--- src/dwid_pkg.sv ---
// ----------------------------------------------------------------------------
// dwid_pkg
// Shared types and constants for the double-word integer divider.
// ----------------------------------------------------------------------------
package dwid_pkg;

    // Width of the operand and result ports, independent of DATA_WIDTH
    localparam int PORT_W = 64;

    // Division mode encoding on the cmd port
    localparam logic MODE_SIGNED   = 1'b0;
    localparam logic MODE_UNSIGNED = 1'b1;

    // Controller to datapath commands
    typedef struct packed {
        logic load;     // capture operands and prepare magnitudes
        logic step;     // one restoring subtract, one quotient bit
        logic finish;   // sign fix-up into the output register
    } dwid_ctl_t;

endpackage

--- src/dwid_dpath.sv ---
// ----------------------------------------------------------------------------
// dwid_dpath
// Operand preparation, radix-2 restoring division loop, sign fix-up and
// output register.
// ----------------------------------------------------------------------------
module dwid_dpath
    import dwid_pkg::*;
#(
    parameter int DATA_WIDTH = 64
)
(
    input  logic                  clk,
    input  dwid_ctl_t             ctl,
    input  logic                  mode,
    input  logic [DATA_WIDTH-1:0] op_a,
    input  logic [DATA_WIDTH-1:0] op_d,
    output logic [DATA_WIDTH-1:0] res_q,
    output logic [DATA_WIDTH-1:0] res_r,
    output logic                  res_ovf
);

    localparam logic [DATA_WIDTH-1:0] ALL_ONES = {DATA_WIDTH{1'b1}};
    localparam logic [DATA_WIDTH-1:0] SIGN_BIT = {1'b1, {(DATA_WIDTH-1){1'b0}}};
    localparam logic [DATA_WIDTH-1:0] ONE      = DATA_WIDTH'(1);

    logic [DATA_WIDTH-1:0] a_reg;
    logic [DATA_WIDTH-1:0] div_reg;
    logic [DATA_WIDTH-1:0] quo_reg,   quo_next;
    logic [DATA_WIDTH-1:0] rem_reg,   rem_next;
    logic                  neg_q_reg;
    logic                  neg_r_reg;
    logic                  dz_reg;
    logic                  ovf_reg;
    logic [DATA_WIDTH-1:0] oq_reg,    oq_next;
    logic [DATA_WIDTH-1:0] or_reg,    or_next;
    logic                  oovf_reg;

    logic                  is_signed;
    logic                  d_zero;
    logic [DATA_WIDTH-1:0] nd;
    logic [DATA_WIDTH-1:0] mag_a;
    logic [DATA_WIDTH-1:0] mag_d;
    logic                  neg_q;
    logic                  neg_r;
    logic                  ovf;
    logic [DATA_WIDTH:0]   trial;
    logic [DATA_WIDTH-1:0] shifted;

    // operand preparation: zero divisor is taken as one
    always_comb
    begin
        is_signed = (mode == MODE_SIGNED);
        d_zero    = (op_d == '0);
        nd        = d_zero ? ONE : op_d;
        mag_a     = (is_signed && op_a[DATA_WIDTH-1]) ? (~op_a + ONE) : op_a;
        mag_d     = (is_signed && nd[DATA_WIDTH-1]) ? (~nd + ONE) : nd;
        neg_q     = is_signed && (op_a[DATA_WIDTH-1] ^ nd[DATA_WIDTH-1]);
        neg_r     = is_signed && op_a[DATA_WIDTH-1];
        ovf       = d_zero || (is_signed && (op_a == SIGN_BIT) && (op_d == ALL_ONES));
    end

    // one restoring step; a clear top bit of trial means no borrow
    always_comb
    begin
        shifted  = {rem_reg[DATA_WIDTH-2:0], quo_reg[DATA_WIDTH-1]};
        trial    = {rem_reg, quo_reg[DATA_WIDTH-1]} - {1'b0, div_reg};
        rem_next = trial[DATA_WIDTH] ? shifted : trial[DATA_WIDTH-1:0];
        quo_next = {quo_reg[DATA_WIDTH-2:0], ~trial[DATA_WIDTH]};
    end

    // sign fix-up; on divide by zero the remainder is the dividend
    always_comb
    begin
        oq_next = neg_q_reg ? (~quo_reg + ONE) : quo_reg;
        if (dz_reg)
        begin
            or_next = a_reg;
        end
        else
        begin
            or_next = neg_r_reg ? (~rem_reg + ONE) : rem_reg;
        end
    end

    always_ff @(posedge clk)
    begin
        if (ctl.load)
        begin
            a_reg     <= op_a;
            div_reg   <= mag_d;
            quo_reg   <= mag_a;
            rem_reg   <= '0;
            neg_q_reg <= neg_q;
            neg_r_reg <= neg_r;
            dz_reg    <= d_zero;
            ovf_reg   <= ovf;
        end
        else if (ctl.step)
        begin
            quo_reg <= quo_next;
            rem_reg <= rem_next;
        end
        if (ctl.finish)
        begin
            oq_reg   <= oq_next;
            or_reg   <= or_next;
            oovf_reg <= ovf_reg;
        end
    end

    assign res_q   = oq_reg;
    assign res_r   = or_reg;
    assign res_ovf = oovf_reg;

endmodule

--- src/dwid_ctrl.sv ---
// ----------------------------------------------------------------------------
// dwid_ctrl
// Sequencer for the divider: idle, bit loop, fix-up, output valid.
// ----------------------------------------------------------------------------
module dwid_ctrl
    import dwid_pkg::*;
#(
    parameter int DATA_WIDTH = 64
)
(
    input  logic      clk,
    input  logic      rst_n,
    input  logic      in_valid,
    output logic      in_stall,
    output logic      out_valid,
    input  logic      out_stall,
    output dwid_ctl_t ctl
);

    localparam int CNT_W = $clog2(DATA_WIDTH);

    localparam logic [1:0] ST_IDLE = 2'd0;
    localparam logic [1:0] ST_RUN  = 2'd1;
    localparam logic [1:0] ST_FIX  = 2'd2;

    logic [1:0]       state_reg, state_next;
    logic [CNT_W-1:0] cnt_reg,   cnt_next;
    logic             ovld_reg,  ovld_next;
    logic             out_free;
    logic             in_xfer;

    assign in_stall = (state_reg != ST_IDLE);
    assign in_xfer  = in_valid && !in_stall;
    assign out_free = !ovld_reg || !out_stall;

    always_comb
    begin
        state_next = state_reg;
        cnt_next   = cnt_reg;
        ovld_next  = ovld_reg && out_stall;
        ctl        = '0;
        case (state_reg)
            ST_IDLE:
            begin
                if (in_xfer)
                begin
                    ctl.load   = 1'b1;
                    cnt_next   = CNT_W'(DATA_WIDTH - 1);
                    state_next = ST_RUN;
                end
            end
            ST_RUN:
            begin
                ctl.step = 1'b1;
                cnt_next = cnt_reg - CNT_W'(1);
                if (cnt_reg == '0)
                begin
                    state_next = ST_FIX;
                end
            end
            ST_FIX:
            begin
                // wait here until the output register is free
                if (out_free)
                begin
                    ctl.finish = 1'b1;
                    ovld_next  = 1'b1;
                    state_next = ST_IDLE;
                end
            end
            default:
            begin
                state_next = ST_IDLE;
            end
        endcase
    end

    always_ff @(posedge clk or negedge rst_n)
    begin
        if (!rst_n)
        begin
            state_reg <= ST_IDLE;
            cnt_reg   <= '0;
            ovld_reg  <= 1'b0;
        end
        else
        begin
            state_reg <= state_next;
            cnt_reg   <= cnt_next;
            ovld_reg  <= ovld_next;
        end
    end

    assign out_valid = ovld_reg;

    a_load_starts_loop: assert property (@(posedge clk) disable iff (!rst_n)
        in_xfer |=> (state_reg == ST_RUN) && (cnt_reg == CNT_W'(DATA_WIDTH - 1)))
        else $error("accepted transfer did not start the bit loop");

    a_loop_ends: assert property (@(posedge clk) disable iff (!rst_n)
        (state_reg == ST_RUN) && (cnt_reg == '0) |=> (state_reg == ST_FIX))
        else $error("bit loop did not end after the last step");

    a_finish_safe: assert property (@(posedge clk) disable iff (!rst_n)
        ctl.finish |-> out_free)
        else $error("result overwrote an untaken output");

    a_finish_valid: assert property (@(posedge clk) disable iff (!rst_n)
        ctl.finish |=> ovld_reg && (state_reg == ST_IDLE))
        else $error("finished result not presented");

endmodule

--- src/double_word_integer_divider.sv ---
// ----------------------------------------------------------------------------
// double_word_integer_divider
// Signed/unsigned truncating divider with remainder and overflow flag.
// ----------------------------------------------------------------------------
//  channel | handshake            | payload
//  --------+----------------------+-----------------------------------
//  in      | in_valid / in_stall  | cmd, dividend, divisor
//  out     | out_valid / out_stall| quotient, remainder, overflow
//
//  A division runs from input transfer to result as a load, one restoring
//  subtract per quotient bit, and a fix-up that waits for a free output.
//  One division at a time; in_stall is high from the transfer until the
//  result is loaded into the output register.
//  The output register lets a new input transfer in while a result waits.
//  rst_n clears the sequencer and the output valid asynchronously.
// ----------------------------------------------------------------------------
module double_word_integer_divider
    import dwid_pkg::*;
#(
    parameter int DATA_WIDTH = 64
)
(
    input  logic              clk,
    input  logic              rst_n,
    input  logic              in_valid,
    output logic              in_stall,
    input  logic              cmd,
    input  logic [PORT_W-1:0] dividend,
    input  logic [PORT_W-1:0] divisor,
    output logic              out_valid,
    input  logic              out_stall,
    output logic [PORT_W-1:0] quotient,
    output logic [PORT_W-1:0] remainder,
    output logic              overflow
);

    dwid_ctl_t             ctl;
    logic [DATA_WIDTH-1:0] res_q;
    logic [DATA_WIDTH-1:0] res_r;

    dwid_ctrl #(
        .DATA_WIDTH (DATA_WIDTH)
    ) u_ctrl (
        .clk       (clk),
        .rst_n     (rst_n),
        .in_valid  (in_valid),
        .in_stall  (in_stall),
        .out_valid (out_valid),
        .out_stall (out_stall),
        .ctl       (ctl)
    );

    dwid_dpath #(
        .DATA_WIDTH (DATA_WIDTH)
    ) u_dpath (
        .clk     (clk),
        .ctl     (ctl),
        .mode    (cmd),
        .op_a    (dividend[DATA_WIDTH-1:0]),
        .op_d    (divisor[DATA_WIDTH-1:0]),
        .res_q   (res_q),
        .res_r   (res_r),
        .res_ovf (overflow)
    );

    assign quotient  = PORT_W'(res_q);
    assign remainder = PORT_W'(res_r);

endmodule

--- config.mk ---
export PLATFORM = sky130hd
export DESIGN_NAME = double_word_integer_divider
export DESIGN_NICKNAME = d
export VERILOG_FILES = /design/src/dwid_pkg.sv /design/src/dwid_dpath.sv /design/src/dwid_ctrl.sv /design/src/double_word_integer_divider.sv
export SDC_FILE = /design/constraint.sdc
export NUM_CORES = 1
export LEC_CHECK = 0
export BUFFER_PORTS_ARGS = -buffer_cell sky130_fd_sc_hd__buf_2
export CAP_MARGIN = 25
export CORE_MARGIN = 5
export CORE_UTILIZATION = 63
export CTS_CLUSTER_SIZE = 28
export DETAILED_ROUTE_END_ITERATION = 10
export PLACE_DENSITY = 0.85
export SYNTH_ARGS = -nofsm -noshare
export SYNTH_HDL_FRONTEND = slang
export SYNTH_HIERARCHICAL = 1
export SYNTH_SLANG_ARGS = --single-unit
--- constraint.sdc ---
create_clock -name clk -period 11.75 [get_ports clk]
set_input_delay 0 -clock clk [delete_from_list [all_inputs] [get_ports clk]]
set_output_delay 0 -clock clk [all_outputs]
set_load 0.05 [all_outputs]
Word level (Yosys, flattened, before mapping)
Index checks and enable logic that the tools add are counted.
Widths: inputs -> output; s select.
- register bits after elaboration: 398
- output and inout port bits: 131
- eq/ne operators: 7
- $add $sub $neg: 6
- bitwise logic cells: 7
- mux-type cells: 22
- reduce and logical (&&, ||, !) cells: 20
- operator list (cell ; number):
    $mux 64 ; 9
    $add 64x1->64 const B ; 4
    $not 64->64 ; 4
    $eq 64x64->1 const B ; 2
    $sub 65x64->65 ; 1
    $logic_not 64->1 ; 1
    $pmux 6 s2 ; 1
    $logic_and 1x1->1 ; 7
    $mux 1 ; 7
    $logic_not 6->1 ; 1
    $mux 2 ; 3
    $mux 6 ; 1
    $ne 2x1->1 const B ; 3
    $pmux 2 s3 ; 1
    $reduce_bool 2->1 ; 3
    $sub 6x1->6 const B ; 1
    $logic_not 1->1 ; 3
    $reduce_and 3->1 ; 1
    $eq 2x1->1 const B ; 1
    $eq 2x2->1 const B ; 1
    $logic_not 2->1 ; 1
    $logic_or 1x1->1 ; 2
    $not 1->1 ; 2
    $reduce_and 2->1 ; 1
    $xor 1x1->1 ; 1

Longest topological paths before layout
Gate-level depths: netlist of run 1.
- word-level depth: 6
- mapped depth: 16

Modules after synthesis
The synthesis of run 1 kept the hierarchy.
- modules (own cells, without submodules) (module ; cells an instance ; area an instance (um^2) ; times used ; seq. area each (um^2)):
    dwid_dpath ; 2455 ; 23423.7 ; 1 ; 11040.6
    dwid_ctrl ; 42 ; 467.9 ; 1 ; 225.2

Worst setup path after synthesis of run 1
OpenSTA, ideal clock, no wires.
- path type: register to register
- start: reg u_ctrl.state_reg[0]
- end: reg u_dpath.oovf_reg (netlist: u_dpath/res_ovf), enable pin
- period minus slack after synthesis: 7594 ps
- data arrival time: 6934 ps
- required time: 11090 ps
- path buffers: 0
- stages on the path, launching flop included: 3
- path slack: 4156 ps
- path through: dfrtp_1 -> or2b_1 -> a21oi_1
- RTL lines (item ; RTL line ; source):
    start, declared ; dwid_ctrl.sv:26 ; logic [1:0] state_reg, state_next;
    start signal, assigned ; dwid_ctrl.sv:88 ; state_reg <= state_next;
    end signal, assigned ; dwid_dpath.sv:107 ; oovf_reg <= ovf_reg;
    end, declared ; dwid_dpath.sv:36 ; logic oovf_reg;

Final worst setup path of run 1
- start: in divisor[31]
- end: reg u_dpath.div_reg[52] (data pin)
- cells in the longest elaborated chain, start to end: 5
- elaborated cells between the ends (all ways): 6
- ends and longest elaborated chain (item ; RTL line ; source):
    start, declared ; double_word_integer_divider.sv:29 ; input logic [PORT_W-1:0] divisor,
    $logic_not 64->1 (*) ; dwid_dpath.sv:53 ; d_zero = (op_d == '0);
    net u_dpath.d_zero ; dwid_dpath.sv:39 ; logic d_zero;
    $mux 64 (*) ; dwid_dpath.sv:54 ; nd = d_zero ? ONE : op_d;
    $not 64->64 ; dwid_dpath.sv:56 ; mag_d = (is_signed && nd[DATA_WIDTH-1]) ? (~nd + ONE) : nd;
    $add 64x1->64 ; dwid_dpath.sv:56 ;
    $mux 64 (*) ; dwid_dpath.sv:56 ;
    net u_dpath.mag_d[52] ; dwid_dpath.sv:42 ; logic [DATA_WIDTH-1:0] mag_d;
    end signal, assigned ; dwid_dpath.sv:90 ; div_reg <= mag_d;
    end, declared ; dwid_dpath.sv:27 ; logic [DATA_WIDTH-1:0] div_reg;
Mark *: on every way through the listed nets, which the timed path passes. The rest lies on a longest branch.
A chain may end at the register's enable or synchronous reset.

==> results of run 1 <==
through the flow:
| step | instances | setup slack [ns] |
|---|---|---|
| after global placement | 3173 | 7.23 |
| final | 3407 | 6.74 |
| after global routing | 3407 | 6.70 |
| after floorplan | 2497 | 4.16 |
| after detailed placement | 3173 | 7.13 |
| after CTS | 3405 | 7.09 |
kinds of logic after synthesis:
kind of cell,after synthesis,share of synthesized area (%)
simple gates,851,17.0
compound gates,645,17.1
flops,398,47.2
xor+xnor,300,11.0
buf+inv,223,3.55
fa+ha+maj,71,3.75
mux,9,0.403
cells in the final DEF, fill, tap and decap left out, types with 20 or more instances in the layout:
cell,instances
or3_1,27
edfxtp_1,325
inv_1,102
dfxtp_1,64
nand2_1,291
nor3_1,53
xor2_1,119
nand3_1,31
o41ai_1,26
clkbuf_16,45
xnor2_1,179
o31ai_1,57
o21ai_0,173
a21oi_1,204
nor4_1,30
nor2_1,250
nand4_1,41
ha_1,70
buf_4,20
dlygate4sd3_1,155
buf_2,263
a311oi_1,45
nand2b_1,30
area by class of cell:
type / instances / area, µm²
tap: 511 / 639
antenna: 1 / 2.50
multi-input combinational: 1876 / 11800
sequential: 398 / 11300
inverter: 104 / 390
fill: 2495 / 9010
clock buffer: 56 / 1220
clock inverter: 21 / 168
timing repair buffer: 440 / 3070
metal layers:
metal	up-vias	global-route usage (%)	routed length, µm
li1	9840	-	-
met1	10344	43.5	28000
met2	1345	58.9	36800
met3	276	6.05	6730
met4	4	18.3	4340
met5	-	0	40
worst paths after layout:
kind	startpoint	end	slack [ns]	cells past startpoint
max	divisor[31]	u_dpath/div_reg[52]	6.74	19
min	dividend[60]	u_dpath/a_reg[60]	0.18	2
max reg2reg	u_dpath/quo_reg[63]	u_dpath/rem_reg[62]	6.97	13
min reg2reg	u_dpath/ovf_reg	u_dpath/res_ovf	0.45	0
max in group asynchronous	rst_n	u_ctrl/cnt_reg[4]	10.99	3
min in group asynchronous	rst_n	u_ctrl/out_valid	0.46	3
worst max-delay path, stage by stage:
cell           delay, ns
dlygate4sd3_1       0.55
buf_2               0.16
or4_1               0.59
nor4_1              0.65
nor4bb_1            0.62
nand2_1             0.12
nor2_1              0.31
nor2_1              0.14
ha_1                0.25
nand3b_1            0.15
nor2_1              0.11
nand2_1             0.23
or4_1               0.18
nor2_1              0.08
nand3_1             0.20
nor3_1              0.12
a21oi_1             0.18
xor2_1              0.08
dlygate4sd3_1       0.56
power breakdown:
| group | switching [mW] | internal [mW] |
|---|---|---|
| registers | 0.489 | 2.02 |
| clock network | 0.570 | 0.774 |
| logic | 1.89 | 1.22 |
| total | 2.95 | 4.01 |
==> impl_results.md, run 1 <==
* H-tree depth at 2
* Top cell types by occurrence after synthesis: edfxtp_1, nand2_1, nor2_1, a21oi_1, xnor2_1
* Design area at 28600 µm²
* Via count at 21809
* Core area at 37600 µm²
* Post-synth cell types at 88
* VDD IR max at 0.333 mV
* Nets at 3066
* Setup TNS at 0 ns
* Drt wl/cell at 22.3 µm
* Starting Density at between 60% and 70%
* RePlAce Congestion at about 0.97
* Clk Latency, worst-skew pair at between 0.5 and 0.6 ns
* Yosys top cell area share at 40.8%
* Worst Setup End Kind: flop
* DR vias/cell at 6.40
* Synth area leaders: edfxtp_1, xnor2_1, dfxtp_1, nand2_1, xor2_1
* Fin Hold WS at 0.178 ns
* DP Area at between 20000 and 30000 µm²
* Width of the die at 205 µm
* CTS Sinks at 398
* DR pass1 iterations at 8
* Post-layout util at 76.0%
* Cells resized by post-CTS repair at 0
* Final antenna-violating net count at 0
* Io pins at 264
* Vias in the first global route at 21460
* Post-DP HPWL at just over 50 mm
* Area grow syn2layout at 19.6%
* Mapped cell area at 23900 µm²
* Power per cell area at 244 nW/µm²
* Hold-fix buffers, CTS at 155
* Warnings from Yosys at 6
* Max_cap viols at 0
* TritonCTS buffer count at 42
* Required @ worst endpoint at around 12 ns
* First DRT Iteration DRCs at 2734
* Main synth FF type: edfxtp_1
* Die ar. at between 40000 and 50000 µm²
* Number of flops mapped to enable cells by yosys at 325
* Min Tclk post-route at 5.01 ns
* Setup bufs post-CTS at 0
* Final global-route overflow total at 0
* Post-Syn Area per Cell at approximately 9.6 µm²
* Worst min path class: in2reg
* Setup CP Type: in2reg
* Routed Wire Length at 75.9 mm
* Post-synth net total at 2701
* Crit path max fanout at 7
* Count leader, synth: edfxtp_1
* Clk root buf: clkbuf_16
* Total track usage at 35.0%
* # DRC at 0
* Cells after Synth at 2497
* First-pass GRT wire length at 116 mm
* Port Buffer Count at 263
* Row cnt at 71
* Initial antenna violation count at 3
* Relative slew slack at 27.9%
* Largest net degree at the start of global routing at 197
* LEAKAGE at ~11 nW
* Count of pins over their slew limit at 0
* Period utilisation layout at about 43%
* Seq/Total Area, Yosys at 47.2%
* Final Hold Viols at 0
* Post-layout power at between 6 and 7 mW
* Chip height at about 200 µm
* Clk buf depth at 3
* Post-synth top area cell: edfxtp_1
* Fraction of layout cells with a size suffix above 1 at 13.8%
* Status: finished clean
* Kind of start point of the critical path: input pin
* Clock-pin slew of the registers on the worst-case setup and hold paths at about 0.060 ns
* #FFs+latches synth at 398
* CTS tree: yes
* Worst-margin pin slew at 1.07 ns
* Arrival @ worst endpoint at 5.32 ns
* Fraction of registers with async set/reset at 2.26%
* Setup Viol. Count Final at 0
* RSZ-0062 raised after global routing: false
* Clock Skew at about 0.02 ns
* Max Fclk at about 200 MHz
(Power assumes the default switching activity.)
==> run 2: changes to the inputs <==
--- a/config.mk
+++ b/config.mk
@@ -8,10 +8,10 @@
 export BUFFER_PORTS_ARGS = -buffer_cell sky130_fd_sc_hd__buf_2
 export CAP_MARGIN = 25
 export CORE_MARGIN = 5
-export CORE_UTILIZATION = 63
+export CORE_UTILIZATION = 54
 export CTS_CLUSTER_SIZE = 28
 export DETAILED_ROUTE_END_ITERATION = 10
-export PLACE_DENSITY = 0.85
+export PLACE_DENSITY = 0.77
 export SYNTH_ARGS = -nofsm -noshare
 export SYNTH_HDL_FRONTEND = slang
 export SYNTH_HIERARCHICAL = 1
==> constraint.sdc (replaced) <==
create_clock -name clk -period 4.2 [get_ports clk]
set_input_delay 0 -clock clk [delete_from_list [all_inputs] [get_ports clk]]
set_output_delay 0 -clock clk [all_outputs]
set_load 0.05 [all_outputs]
==> run 2 against run 1 <==
Compared with the run above: via count decreased by 2.0%; global-route usage decreased by 5.2 points; largest power group unchanged; clock power increased to 3.0 times the previous value; sequential share of layout area decreased by 1.2 points; clock skew decreased by 0.0072 ns; critical endpoint is now u_dpath/div_reg[48]; combinational power increased to 3.1 times the previous value.
==> impl_results.md, run 2 (same netlist as run 1, synthesis figures left out) <==
* Status: finished clean
* Routed Wire Length at 75.2 mm (-1.0%)
* Worst path depth at 19 (unchanged)
* Arrival @ worst endpoint at 4.41 ns (-0.91 ns)
* Power per cell area at 696 nW/µm² (+190%)
* First-pass GRT wire length at 114 mm (-1.6%)
* FF-to-FF Start: u_dpath/quo_reg[15]
* Clock share of power at 19.7% (+0.4 points)
* Placed Cells at 3339 (+5.2%)
* Clock Skew at 0.0126 ns (-0.00715 ns)
* Fin cells at 3570 (+4.8%)
* CP top delay family: simple AND/OR/NAND/NOR gates
* R2R Setup Slk at 0.15 ns (-6.82 ns)
* DP Area at 26400 µm² (+3.2%)
* Reg-to-Reg End: u_dpath/res_q[58]
* Io pins at 264 (unchanged)
* Chip height at 220 µm (+7.6%)
* Final antenna-violating net count at 0 (unchanged)
* Post-layout power at 20.5 mW (+190%)
* RePlAce Congestion at 0.915 (-5.9%)
* Clk root buf: clkbuf_16
* Width of the die at 220 µm (+7.6%)
* Setup Viol. Count Final at 0 (unchanged)
* Row cnt at 77 (+8.5%)
* Clk Latency, worst-skew pair at 0.58 ns (about the same)
* CTS tree: yes
* RSZ-0062 raised after global routing: true
* Critical Path Sink: u_dpath/div_reg[48]
* Final Hold Viols at 0 (unchanged)
* Worst min path class: in2reg
* Switch share at 41.3% (-1.1 points)
* Max Fclk at 245 MHz
* Setup CP Type: in2reg
* H-tree depth at 2 (unchanged)
* Required @ worst endpoint at 4.52 ns (-7.54 ns)
* Via count at 21383 (-2.0%)
* Post-DP HPWL at 54.2 mm (+4.6%)
* # DRC at 0 (unchanged)
* Port Buffer Count at 263 (unchanged)
* ANT cells at 0 (-1)
* Crit path buf inv count at 4 (+1)
* LEAKAGE at 11.4 nW (+4.4%)
* Worst Setup End Kind: flop
* Vias in the first global route at 20968 (-2.3%)
* Clock-pin slew of the registers on the worst-case setup and hold paths at 0.06 ns (about the same)
* Min Tclk post-route at roughly 4.1 ns
* Slowest cell on crit path: or4_1
* Max_cap viols at 0 (unchanged)
* Core area at 44000 µm² (+17%)
* Relative slew slack at 37.3% (+9.4 points)
* First DRT Iteration DRCs at 2161 (-21%)
* Starting Density at 54.3% (-9.3 points)
* Internal Power at 12.0 mW (+200%)
* Kind of start point of the critical path: input pin
* Nets at 3147 (+2.6%)
* Most common cell after layout, fill and taps aside: edfxtp_1
* Comb power frac at 47.7% (+3.0 points)
* Crit path from: divisor[43]
* Initial antenna violation count at 0 (-3)
* Most frequent cells in the layout: edfxtp_1, nand2_1, buf_2
* Reg power frac at 32.6% (-3.4 points)
* Final global-route overflow total at 0 (unchanged)
* DR pass1 iterations at 5 (-3)
* VDD IR max at 0.669 mV (+100%)
* Period utilisation layout at 97.3%
* Count of pins over their slew limit at 0 (unchanged)
* Design area at 29500 µm² (+3.2%)
* Drt wl/cell at 21.1 µm (-5.5%)
* Worst-margin pin slew at 0.940 ns (-0.132 ns)
* Clk buf depth at 3 (unchanged)
* Fraction of layout cells with a size suffix above 1 at 17.0% (+3.2 points)
* Critical-path cell list: dlygate4sd3_1, buf_2, nor2_1, and3b_1, nor4bb_1, buf_4, nand2_1, nor2_2, nor2_2, ha_1, nand3b_1, nor2_4, nand2_1, or4_1, nor2_1, nand3_1, o41ai_2, xnor2_1, dlygate4sd3_1
* TritonCTS buffer count at 43 (+2.4%)
* Total track usage at 29.8% (-5.2 points)
* NetSw at 8.48 mW (+190%)
* HP Start: divisor[30]
* Die ar. at 48500 µm² (+16%)
* Setup TNS at 0 ns (unchanged)
* Crit-path max cell delay at 0.56 ns (-0.09 ns)
* Largest net degree at the start of global routing at 194 (-1.5%)
* Area grow syn2layout at 23.4%
* DR vias/cell at 5.99 (-6.4%)
* Worst Reg2Reg Path Length in Cells at 10 (-3)
* Crit path max fanout at 5 (-2)
* CTS Sinks at 398 (unchanged)
run 2: cell count changes in the layout (fill, tap and decap cells not counted), moves of 3 or more:
cell,before,now
buf_12,1,6
buf_4,20,101
bufinv_16,2,7
clkinv_1,9,2
clkinv_2,7,12
clkinvlp_4,0,3
dlygate4sd3_1,155,149
nor2_1,250,245
nor2_2,0,4
nor4_1,30,27
run 2: how the worst min path moves through the flow:
| stage | slack, ns | depth (start not counted) | endpoint |
|---|---|---|---|
| after floorplan | -0.30 | 0 | u_ctrl/cnt_reg[0] |
| after global placement | -0.15 | 1 | u_ctrl/state_reg[1] |
| after detailed placement | -0.14 | 1 | u_ctrl/state_reg[0] |
| after CTS | 0.02 | 3 | u_dpath/div_reg[31] |
| after global routing | 0.03 | 3 | u_dpath/div_reg[31] |
| final | 0.04 | 3 | u_dpath/div_reg[31] |
run 2: power groups by stage:
stage | Combinational, mW | Clock (mW) | Sequential, mW
after floorplan | 6.40 | 0 | 6.50
after global placement | 9.28 | 0 | 6.67
after detailed placement | 9.45 | 0 | 6.71
after CTS | 9.64 | 4.11 | 6.65
after global routing | 10.7 | 4.30 | 6.77
final | 9.78 | 4.05 | 6.69
run 2: what timing repair did:
item                                    CTS  global route
hold buffers                            149             0
resized for setup                         1            10
gates cloned                              0             0
buffers inserted                          0             1
pin swaps                                 0             2
endpoints found under the setup margin    2            13
hold endpoints to repair                221             0
run 2: per-layer routing:
| metal | track usage (%) | up-vias | wire length, µm |
|---|---|---|---|
| met2 | 51.6 | 990 | 37000 |
| met4 | 11.3 | 0 | 3000 |
| met1 | 37.7 | 10192 | 29400 |
| li1 | - | 10026 | - |
| met5 | 0 | - | 0 |
| met3 | 5.05 | 175 | 5750 |
run 2: cell type report:
| type | count | area, µm² |
|---|---|---|
| Clock buffer | 53 | 1160 |
| Sequential cell | 398 | 11300 |
| Clock inverter | 27 | 335 |
| Tap cell | 592 | 741 |
| Multi-Input combinational cell | 1876 | 11900 |
| Timing Repair Buffer | 520 | 3700 |
| Inverter | 104 | 394 |
| Fill cell | 3390 | 14500 |
run 2: worst min-delay path, delay by kind of cell:
kind / cells / cell delay [ns]
compound gates: 1 / 0.12
buf+inv: 1 / 0.13
xor+xnor: 1 / 0.18
run 2: metrics by stage:
step	hold slack [ns]	utilization, %	setup slack (ns)
2_1_floorplan	-0.296	-	-1.38
6_report	0.0391	67.0	0.114
3_5_place_dp	-0.138	60.0	-0.00757
4_1_cts	0.0213	66.8	0.0171
5_1_grt	0.0252	67.0	-0.00988
3_3_place_gp	-0.147	60.0	0.169
